**config.mk**
```make
export PLATFORM = sky130hd
export DESIGN_NAME = pip_ctrl
export DESIGN_NICKNAME = d
export VERILOG_FILES = /design/src/rtl/pip_pkg.sv /design/src/rtl/pip_ctrl.sv
export VERILOG_INCLUDE_DIRS = /design/src /design/src/rtl
export SDC_FILE = /design/constraint.sdc
export NUM_CORES = 1
export LEC_CHECK = 0
export BUFFER_PORTS_ARGS = -buffer_cell sky130_fd_sc_hd__buf_4
export CAP_MARGIN = 15
export CORE_AREA = 2 2 39 41
export DETAILED_ROUTE_END_ITERATION = 12
export DIE_AREA = 0 0 41 43
export PLACE_DENSITY_LB_ADDON = 0.05
export SLEW_MARGIN = 10
export SYNTH_ARGS = -nofsm -noshare
export SYNTH_HDL_FRONTEND = slang
export SYNTH_SLANG_ARGS = --single-unit
```
**constraint.sdc**
```tcl
create_clock -name clock -period 1.5 [get_ports clock]
set_input_delay 0.15 -clock clock [delete_from_list [all_inputs] [get_ports clock]]
set_output_delay 0.15 -clock clock [all_outputs]
set_load 0.01 [all_outputs]
```
**src/rtl/point_in_polygon_test_unit_assert.svh**
```systemverilog
// Assertion macros shared by the point-in-polygon test unit.
`ifndef POINT_IN_POLYGON_TEST_UNIT_ASSERT_SVH
`define POINT_IN_POLYGON_TEST_UNIT_ASSERT_SVH
// Implication checked on every rising clock edge outside reset.
`define PIP_ASSERT_IMP(lbl, clk, rst, a, c) \
   lbl: assert property (@(posedge clk) disable iff (rst) (a) |-> (c)) else $error("assertion failed");
// Next-cycle implication checked outside reset.
`define PIP_ASSERT_NXT(lbl, clk, rst, a, c) \
   lbl: assert property (@(posedge clk) disable iff (rst) (a) |=> (c)) else $error("assertion failed");
`endif

```
**src/rtl/pip_pkg.sv**
```systemverilog
//------------------------------------------------------------------------------
// pip_pkg
// Shared types for the point-in-polygon test unit.
//------------------------------------------------------------------------------
`timescale 1ns / 1ps
package pip_pkg;
   typedef enum logic [6:0] {
      ST_IDLE  = 7'b0000001,
      ST_BOX   = 7'b0000010,
      ST_BCHK  = 7'b0000100,
      ST_EDGE  = 7'b0001000,
      ST_DRAIN = 7'b0010000,
      ST_RSP   = 7'b0100000,
      ST_WAIT  = 7'b1000000
   } pip_state_type;

   typedef struct packed {
      logic load_pt;   // capture query point
      logic box_init;  // start of the box pass
      logic box_step;  // fold one vertex into the box
      logic edge_init; // start of the edge pass
      logic edge_step; // issue one edge
      logic rsp_load;  // capture result
      logic force_out; // result is outside box
   } pip_cmd_type;

   typedef struct packed {
      logic box_last;
      logic box_reject;
      logic edge_last;
      logic pipe_empty;
   } pip_sts_type;
endpackage

```
**src/rtl/pip_ctrl.sv**
```systemverilog
//------------------------------------------------------------------------------
// pip_ctrl
// Sequencer for the box pass, the edge pass and the response handshake.
//------------------------------------------------------------------------------
`timescale 1ns / 1ps
`include "point_in_polygon_test_unit_assert.svh"
module pip_ctrl (
   input  logic                 clock,
   input  logic                 reset,
   input  logic                 query_go,
   input  logic                 count_zero,
   input  logic                 rsp_stall,
   input  pip_pkg::pip_sts_type sts,
   output pip_pkg::pip_cmd_type cmd,
   output logic                 busy,
   output logic                 rsp_valid
);
   import pip_pkg::*;
   pip_state_type state_ff, state_in;

   always_comb begin
      state_in = state_ff;
      cmd = '0;
      unique case (state_ff)
         ST_IDLE: begin
            if (query_go) begin
               cmd.load_pt = 1'b1;
               if (count_zero) begin
                  cmd.rsp_load = 1'b1;
                  cmd.force_out = 1'b1;
                  state_in = ST_RSP;
               end else begin
                  cmd.box_init = 1'b1;
                  state_in = ST_BOX;
               end
            end
         end
         ST_BOX: begin
            cmd.box_step = 1'b1;
            if (sts.box_last) state_in = ST_WAIT;
         end
         ST_WAIT: state_in = ST_BCHK;
         ST_BCHK: begin
            if (sts.box_reject) begin
               cmd.rsp_load = 1'b1;
               cmd.force_out = 1'b1;
               state_in = ST_RSP;
            end else begin
               cmd.edge_init = 1'b1;
               state_in = ST_EDGE;
            end
         end
         ST_EDGE: begin
            cmd.edge_step = 1'b1;
            if (sts.edge_last) state_in = ST_DRAIN;
         end
         ST_DRAIN: begin
            if (sts.pipe_empty) begin
               cmd.rsp_load = 1'b1;
               state_in = ST_RSP;
            end
         end
         ST_RSP: if (!rsp_stall) state_in = ST_IDLE;
         default: state_in = ST_IDLE;
      endcase
   end

   always_ff @(posedge clock) begin
      if (reset) state_ff <= ST_IDLE;
      else state_ff <= state_in;
   end

   assign busy = (state_ff != ST_IDLE);
   assign rsp_valid = (state_ff == ST_RSP);

   `PIP_ASSERT_IMP(a_onehot, clock, reset, 1'b1, $onehot(state_ff))
   `PIP_ASSERT_NXT(a_rsp_hold, clock, reset, rsp_valid && rsp_stall, rsp_valid)
   `PIP_ASSERT_NXT(a_drain_done, clock, reset,
      (state_ff == ST_DRAIN) && sts.pipe_empty, rsp_valid)
endmodule

```
Word level (Yosys, flattened, before mapping)
Cells that the tools add are included.
Cells by class
  muxes and demuxes: 21
  eq/ne operators: 13
  reductions and logical operators: 1
Operators by type and width (count)
  $pmux 7 s7: 1
  $mux 7: 5
  $mux 6: 2
  $mux 2: 5
  $ne 2x2->1 const B: 5
  $eq 7x1->1 const B: 1
  $eq 7x2->1 const B: 1
  $eq 7x3->1 const B: 1
  $eq 7x4->1 const B: 1
  $eq 7x5->1 const B: 1
  $eq 7x6->1 const B: 1
  $eq 7x7->1 const B: 1
  $ne 7x1->1 const B: 1
  $mux 1: 6
  $reduce_and 5->1: 1
  $pmux 1 s3: 1
  $pmux 1 s2: 1
Storage, ports and cells
  register bits after elaboration: 7
  input bits: 9
  output and inout bits: 9

Depth between registers and ports, before layout
Gate-level depths: netlist of run 1.
  depth after elaboration: 3
  gate-level depth with buffers: 5

Worst setup path before layout of run 1
OpenSTA, ideal clock, no wires.
  path kind: register -> output
  start point: reg state_ff[1]
  end point: out cmd[1] in the netlist's numbering
  setup slack: 0.065 ns
  cell stages (with the launch flop): 5
  buffers on the path: 0
  data arrival time: 1.285 ns
  cells stage by stage: dfxtp_1 > nor4_4 > nand4_2 > or2_4 > nand3_1
RTL lines
  start: declaration: RTL line pip_ctrl.sv:19  | pip_state_type state_ff, state_in;
  start signal: assignment: RTL line pip_ctrl.sv:70  | else state_ff <= state_in;
  end: declaration: RTL line pip_ctrl.sv:14  | output pip_pkg::pip_cmd_type cmd,

==> impl_metrics.ini, run 1 <==
[run_status]
status = finished, violations left
violations = setup timing

[timing]
slew_viol_final = 0
holdWs_ns = 0.1340
period_minus_slack_ns = 1.622
final-setup-viol-count = 4
rsz0062_at_grt = yes
post-route-period-util_pct = 108.2
slew-limit-headroom_pct = 70.01
skew_ns = 0.003835
hold_viol_final = 0
tightest_slew_ns = 0.4436
timing.final.ws_setup_ns = -0.1225
max_clock_freq_ghz = 0.6163

[cells_and_area]
final_cells = 115
top_register = state_ff
layout_commonest_cell = buf_4
reg_top3 = state_ff x7
largest_register_ffs = 7
antennaDiodeCount = 0
drive_gt1_share_pct = 54.55
final_cell_mix = buf_4 (30), nor2_1 (9), inv_1 (5), buf_6 (5)
fin_util_pct = 61.93
area_delta_synth_final_pct = 74.75
nets = 109
fillers = 122

[setup_path]
arrival_ns = 1.47
crit_buf_inv = 2
r2r_slack_ns = 0.07
reg2reg_to = state_ff[5]
rr_startpoint = state_ff[1]
critical_path_class = flip-flop to primary output
start_kind = flip-flop
path_cells = nor4_4 -> buf_4 -> nand4_1 -> nand3_2 -> buf_6
r2r_cells = 6
crit_fanout = 4
crit_path_end_kind = primary output
slowest_stage = dfxtp_2
path_delay_family = simple AND/OR/NAND/NOR gates
cpPeakStageDelay_ns = 0.33
cp.depth = 5
crit_required_ns = 1.35

[logic_synthesis]
synth_area_um2 = 490.5
yosysTopAreaCell = dfxtp_1
yosysSeqAreaShare_pct = 28.57
synth_cell_types = 31
ys_top_cells_by_area = dfxtp_1 (29%), nor2_1 (7.7%), nor4_4 (4.3%), nand3_1 (4.1%), inv_1 (3.8%)
yosysTopAreaCellShare_pct = 28.57
yosys_warnings = 0
ys_seq_elements = 7
syn_inst = 62
syn_nets = 71
syn_area_per_cell_um2 = 7.911

[clocking]
cts_sinks = 7
h-tree-depth = 1
cts_tree = yes
cts_root_buf = clkbuf_4
numCtsBuffers = 3
insertion_delay_ns = 0.24
cts.clk_slew.worst_paths_ns = 0.05
ctsHoldBuffers = 0
clk_path_buf_depth = 2

[global_routing]
grt_max_degree = 9
grt.met3_usage_pct = 5.236
busiest_layer = met2
grt_pass1_vias = 522
use_met1_pct = 23.30
grtUsageTotal_pct = 17.51
use_met2_pct = 25.94
grt-ovfl-total = 0
grt_pass1_wl_um = 2111
antenna_found_initial = 0

[route]
routedWlPerCell_um = 12.97
drc = 0
num_vias = 625
avgViaCountPerCell = 5.435
drt_iter0_drc = 19
wl_um = 1492
firstDrtPassIters = 4
ant_nets = 0

[floorplan]
io_pins = 18
dieArea_mm2 = 0.001763
die_x_um = 41
core_region_area_mm2 = 0.001384
row_count = 14
start_util_pct = 35.44
fp.dieH_um = 43

[worst_hold_path]
min_to = state_ff[5]
min_from = reset
holdPathStages = 2
hold_class = input pin to flip-flop

[pwr]
power_density_mw_per_mm2 = 824.4
power.leakage_uw = 0.0004094
peakVddDrop_v = 0.0005378

[place]
hpwl_um = 1031
portBuffers = 17
place_congestion = 0.8467
dp.cells = 102

[flow_run]
cap_violations = 0
==> synth_stat cells <==
| library cell | n |
|---|---|
| nor2b_1 | 1 |
| a21o_2 | 1 |
| nand2_1 | 3 |
| dfxtp_1 | 7 |
| nor3_1 | 3 |
| nand3_1 | 4 |
| nor4_1 | 1 |
| nand4b_1 | 1 |
| or2_4 | 1 |
| nor3b_1 | 1 |
| nor2_1 | 10 |
| nand4_1 | 2 |
| a31oi_1 | 1 |
| and4_1 | 1 |
| nor4bb_1 | 1 |
| nor4b_1 | 2 |
| xor2_1 | 1 |
| and4b_1 | 1 |
| a22oi_1 | 1 |
| inv_1 | 5 |
| o22a_2 | 1 |
| o211ai_1 | 1 |
| nor4_4 | 1 |
| nand4_2 | 1 |
| a211oi_1 | 1 |
| o21ai_0 | 3 |
| and2b_1 | 1 |
| a41oi_2 | 1 |
| and3_2 | 1 |
| a21oi_1 | 1 |
| buf_2 | 2 |
==> layer usage <==
| metal | vias up | routed length [um] |
|---|---|---|
| met1 | 294 | 611 |
| met2 | 24 | 769 |
| met3 | 4 | 79 |
| li1 | 303 | - |
| met5 | - | 0 |
| met4 | 0 | 32 |
==> report_power, final <==
| group | switching [uW] | leakage (uW) | total (uW) | internal [uW] |
|---|---|---|---|---|
| Clock | 58.4 | 0.0000150 | 159 | 101 |
| Sequential | 25.6 | 0.0000585 | 229 | 204 |
| Combinational | 129 | 0.000336 | 318 | 189 |
==> through the flow <==
step                total power (uW)  cell area (um2)  setup TNS (ns)  worst slack [ns]
floorplan                      339.7            490.5               0           0.06465
global placement               448.9            695.7               0            0.1142
detailed placement             451.2            695.7               0            0.1045
CTS                            628.5            755.7         -0.3765           -0.1404
global route                   756.4            857.1          -1.048           -0.2217
finish                         706.6            857.1         -0.4402           -0.1225
==> cell type report <==
| class | instances | area (um2) | area share [%] |
|---|---|---|---|
| multi-input combinational | 48 | 362.8 | 42.34 |
| clock buffer | 4 | 26.28 | 3.066 |
| timing repair buffer | 35 | 281.5 | 32.85 |
| sequential | 7 | 147.6 | 17.23 |
| inverter | 5 | 18.77 | 2.190 |
| tap | 16 | 20.02 | 2.336 |
==> what timing repair did <==
| action | CTS | global route |
|---|---|---|
| setup endpoints to repair | 6 | 9 |
| setup buffers | 2 | 7 |
| resized for setup | 5 | 13 |
| pin swaps | 0 | 6 |
==> worst max-delay path by stage <==
stage              to   startpoint  slack, ns
2_1_floorplan  cmd[1]  state_ff[1]       0.06
5_1_grt        cmd[0]  state_ff[1]      -0.22
3_5_place_dp   cmd[1]  state_ff[1]       0.10
3_3_place_gp   cmd[1]  state_ff[1]       0.11
4_1_cts        cmd[0]  state_ff[1]      -0.14
6_report       cmd[1]  state_ff[1]      -0.12
==> logic make-up after synthesis <==
group,count (synthesis),synth area share [%]
DFF,7,28.57
and+or+nand+nor,36,46.69
buffers and inverters,7,5.868
AOI/OAI and AO/OA,11,17.09
xor gates and xnor gates,1,1.786
No activity file was read; power rests on OpenSTA's default activity.
==> run 2: changes to the inputs <==
--- a/config.mk
+++ b/config.mk
@@ -6,7 +6,7 @@
 export SDC_FILE = /design/constraint.sdc
 export NUM_CORES = 1
 export LEC_CHECK = 0
-export BUFFER_PORTS_ARGS = -buffer_cell sky130_fd_sc_hd__buf_4
+export BUFFER_PORTS_ARGS = -buffer_cell sky130_fd_sc_hd__buf_2
 export CAP_MARGIN = 15
 export CORE_AREA = 2 2 39 41
 export DETAILED_ROUTE_END_ITERATION = 12
==> run 2 against run 1 <==
Against the previous run:
- first-iteration DRC count down 63%
- critical path type unchanged
- cell area down 7.3%
- highest routed layer unchanged
- clock skew grew 0.00066 ns
- sequential share of layout area rose by 0.73 points
- non-clock buffer count down 2
- register-to-register slack lost 0.06 ns
- utilization shrank 4.5 points
- the run still ends with setup timing left
- fmax down 1.3%
- flip-flop and latch count unchanged
- worst hold slack improved by 0.021 ns
==> impl_metrics.ini, run 2 (same netlist as run 1, synthesis figures left out) <==
[global_routing]
grt-ovfl-total = 0
grt_max_degree = 9
antenna_found_initial = 0
grt_pass1_wl_um = 2125
grt_pass1_vias = 496
grtUsageTotal_pct = 17.89

[run_status]
violations = setup timing
status = finished, violations left

[setup_path]
cpPeakStageDelay_ns = 0.33
path_delay_family = simple AND/OR/NAND/NOR gates
slowest_stage = dfxtp_2
crit_fanout = 4
worstSetupEndpoint = cmd[1]
critical_path_class = flip-flop to primary output
start_kind = flip-flop
cp-startpoint = state_ff[1]
crit_path_end_kind = primary output
r2r_cells = 7
crit_buf_inv = 2
rr_startpoint = state_ff[1]
crit_required_ns = 1.35
cp.depth = 5
reg2reg_to = state_ff[0]
r2r_slack_ns = 0.01
path_cells = nor4_4 -> buf_4 -> nand4_1 -> nand3_2 -> buf_6
arrival_ns = 1.49

[worst_hold_path]
min_from = sts[3]
hold_class = input pin to flip-flop

[clocking]
cts_sinks = 7
cts_root_buf = clkbuf_4
insertion_delay_ns = 0.26
ctsHoldBuffers = 0
h-tree-depth = 1
numCtsBuffers = 3
clk_path_buf_depth = 2
cts_tree = yes
cts.clk_slew.worst_paths_ns = 0.06

[cells_and_area]
antennaDiodeCount = 0
top_register = state_ff
area_delta_synth_final_pct = 61.99
fillers = 137
nets = 107
multi_input_area_um2 = 346.6
fin_util_pct = 57.41
final_cell_mix = buf_2 (14), buf_4 (12), nor2_1 (8)
drive_gt1_share_pct = 51.55
register_area_um2 = 142.6
layout_commonest_cell = buf_2
reg_top3 = state_ff x7
largest_register_ffs = 7

[floorplan]
row_count = 14
core_region_area_mm2 = 0.001384
fp.dieH_um = 43
die_x_um = 41
dieArea_mm2 = 0.001763
io_pins = 18
start_util_pct = 35.44

[timing]
hold_viol_final = 0
period_minus_slack_ns = 1.644
timing.final.ws_setup_ns = -0.1445
tightest_slew_ns = 0.3302
slew-limit-headroom_pct = 77.68
post-route-period-util_pct = 109.6
skew_ns = 0.004495
slew_viol_final = 0
final-setup-viol-count = 5
max_clock_freq_ghz = 0.6081
rsz0062_at_grt = yes

[route]
drt_iter0_drc = 7
wl_um = 1340
num_vias = 591
ant_nets = 0
firstDrtPassIters = 4
avgViaCountPerCell = 5.230
drc = 0
routedWlPerCell_um = 11.86

[pwr]
peakVddDrop_v = 0.0005649
total_power_uw = 657.5
power.leakage_uw = 0.0003916
power_density_mw_per_mm2 = 827.6

[place]
portBuffers = 17
hpwl_um = 1008
place_congestion = 0.7388

[flow_run]
cap_violations = 0
[run 2: cell types whose count changed in the layout (fill, tap and decap cells not counted), moves of 2 or more]
cell     delta
buf_6       +2
buf_4      -18
dfxtp_1     +2
buf_2      +14
[run 2: worst register-to-register path: stages, from the launching register on]
cell	delay, ns
dfxtp_2	0.33
nor4_4	0.30
buf_4	0.18
buf_6	0.09
buf_6	0.08
nand4b_1	0.11
a31oi_1	0.21
nor2_1	0.06
[run 2: repair_timing]
action / in CTS / in global routing
buffers inserted: 4 / 1
resized for setup: 6 / 9
endpoints found under the setup margin: 6 / 9
pin swaps: 3 / 0
[run 2: cell type report]
cell class | instances | share of cell area [%]
multi-input combinational | 48 | 43.62
inverter | 5 | 2.362
sequential | 7 | 17.95
timing repair buffer | 33 | 30.08
clock inverter | 1 | 0.6299
tap | 16 | 2.520
clock buffer | 3 | 2.835
[run 2: per-stage QoR]
step | hold WS (ns) | cell area (um2) | setup WS, ns | cells | setup TNS (ns)
floorplan | 0.2133 | 490.5 | 0.06465 | 62 | 0
global placement | 0.4304 | 668.1 | 0.09776 | 104 | 0
detailed placement | 0.4272 | 668.1 | 0.1179 | 104 | 0
CTS | 0.1540 | 748.2 | -0.1609 | 112 | -0.4765
global route | 0.1555 | 794.5 | -0.2299 | 113 | -1.283
finish | 0.1551 | 794.5 | -0.1445 | 113 | -0.5059
[run 2: worst min path at each step]
stage                  endpoint  slack [ns]  depth (start not counted)
global placement    state_ff[4]        0.43                          3
floorplan           state_ff[5]        0.21                          1
detailed placement  state_ff[4]        0.43                          3
global route        state_ff[6]        0.16                          2
CTS                 state_ff[6]        0.15                          2
finish              state_ff[6]        0.16                          2
[run 2: per-layer routing]
metal / part of all wire (%) / up-vias / GRT usage [%]
li1: - / 300 / -
met1: 45 / 278 / 22.90
met2: 50 / 11 / 25.62
met3: 5.0 / 2 / 9.948
met4: 0.60 / 0 / 4.000
met5: 0 / - / 0
[run 2: power by group]
part	switching (uW)	internal [uW]	total [uW]	leakage, uW
combinational	117	144	261	0.000316
clock	77.9	97.8	176	0.0000177
sequential	22.1	199	221	0.0000579
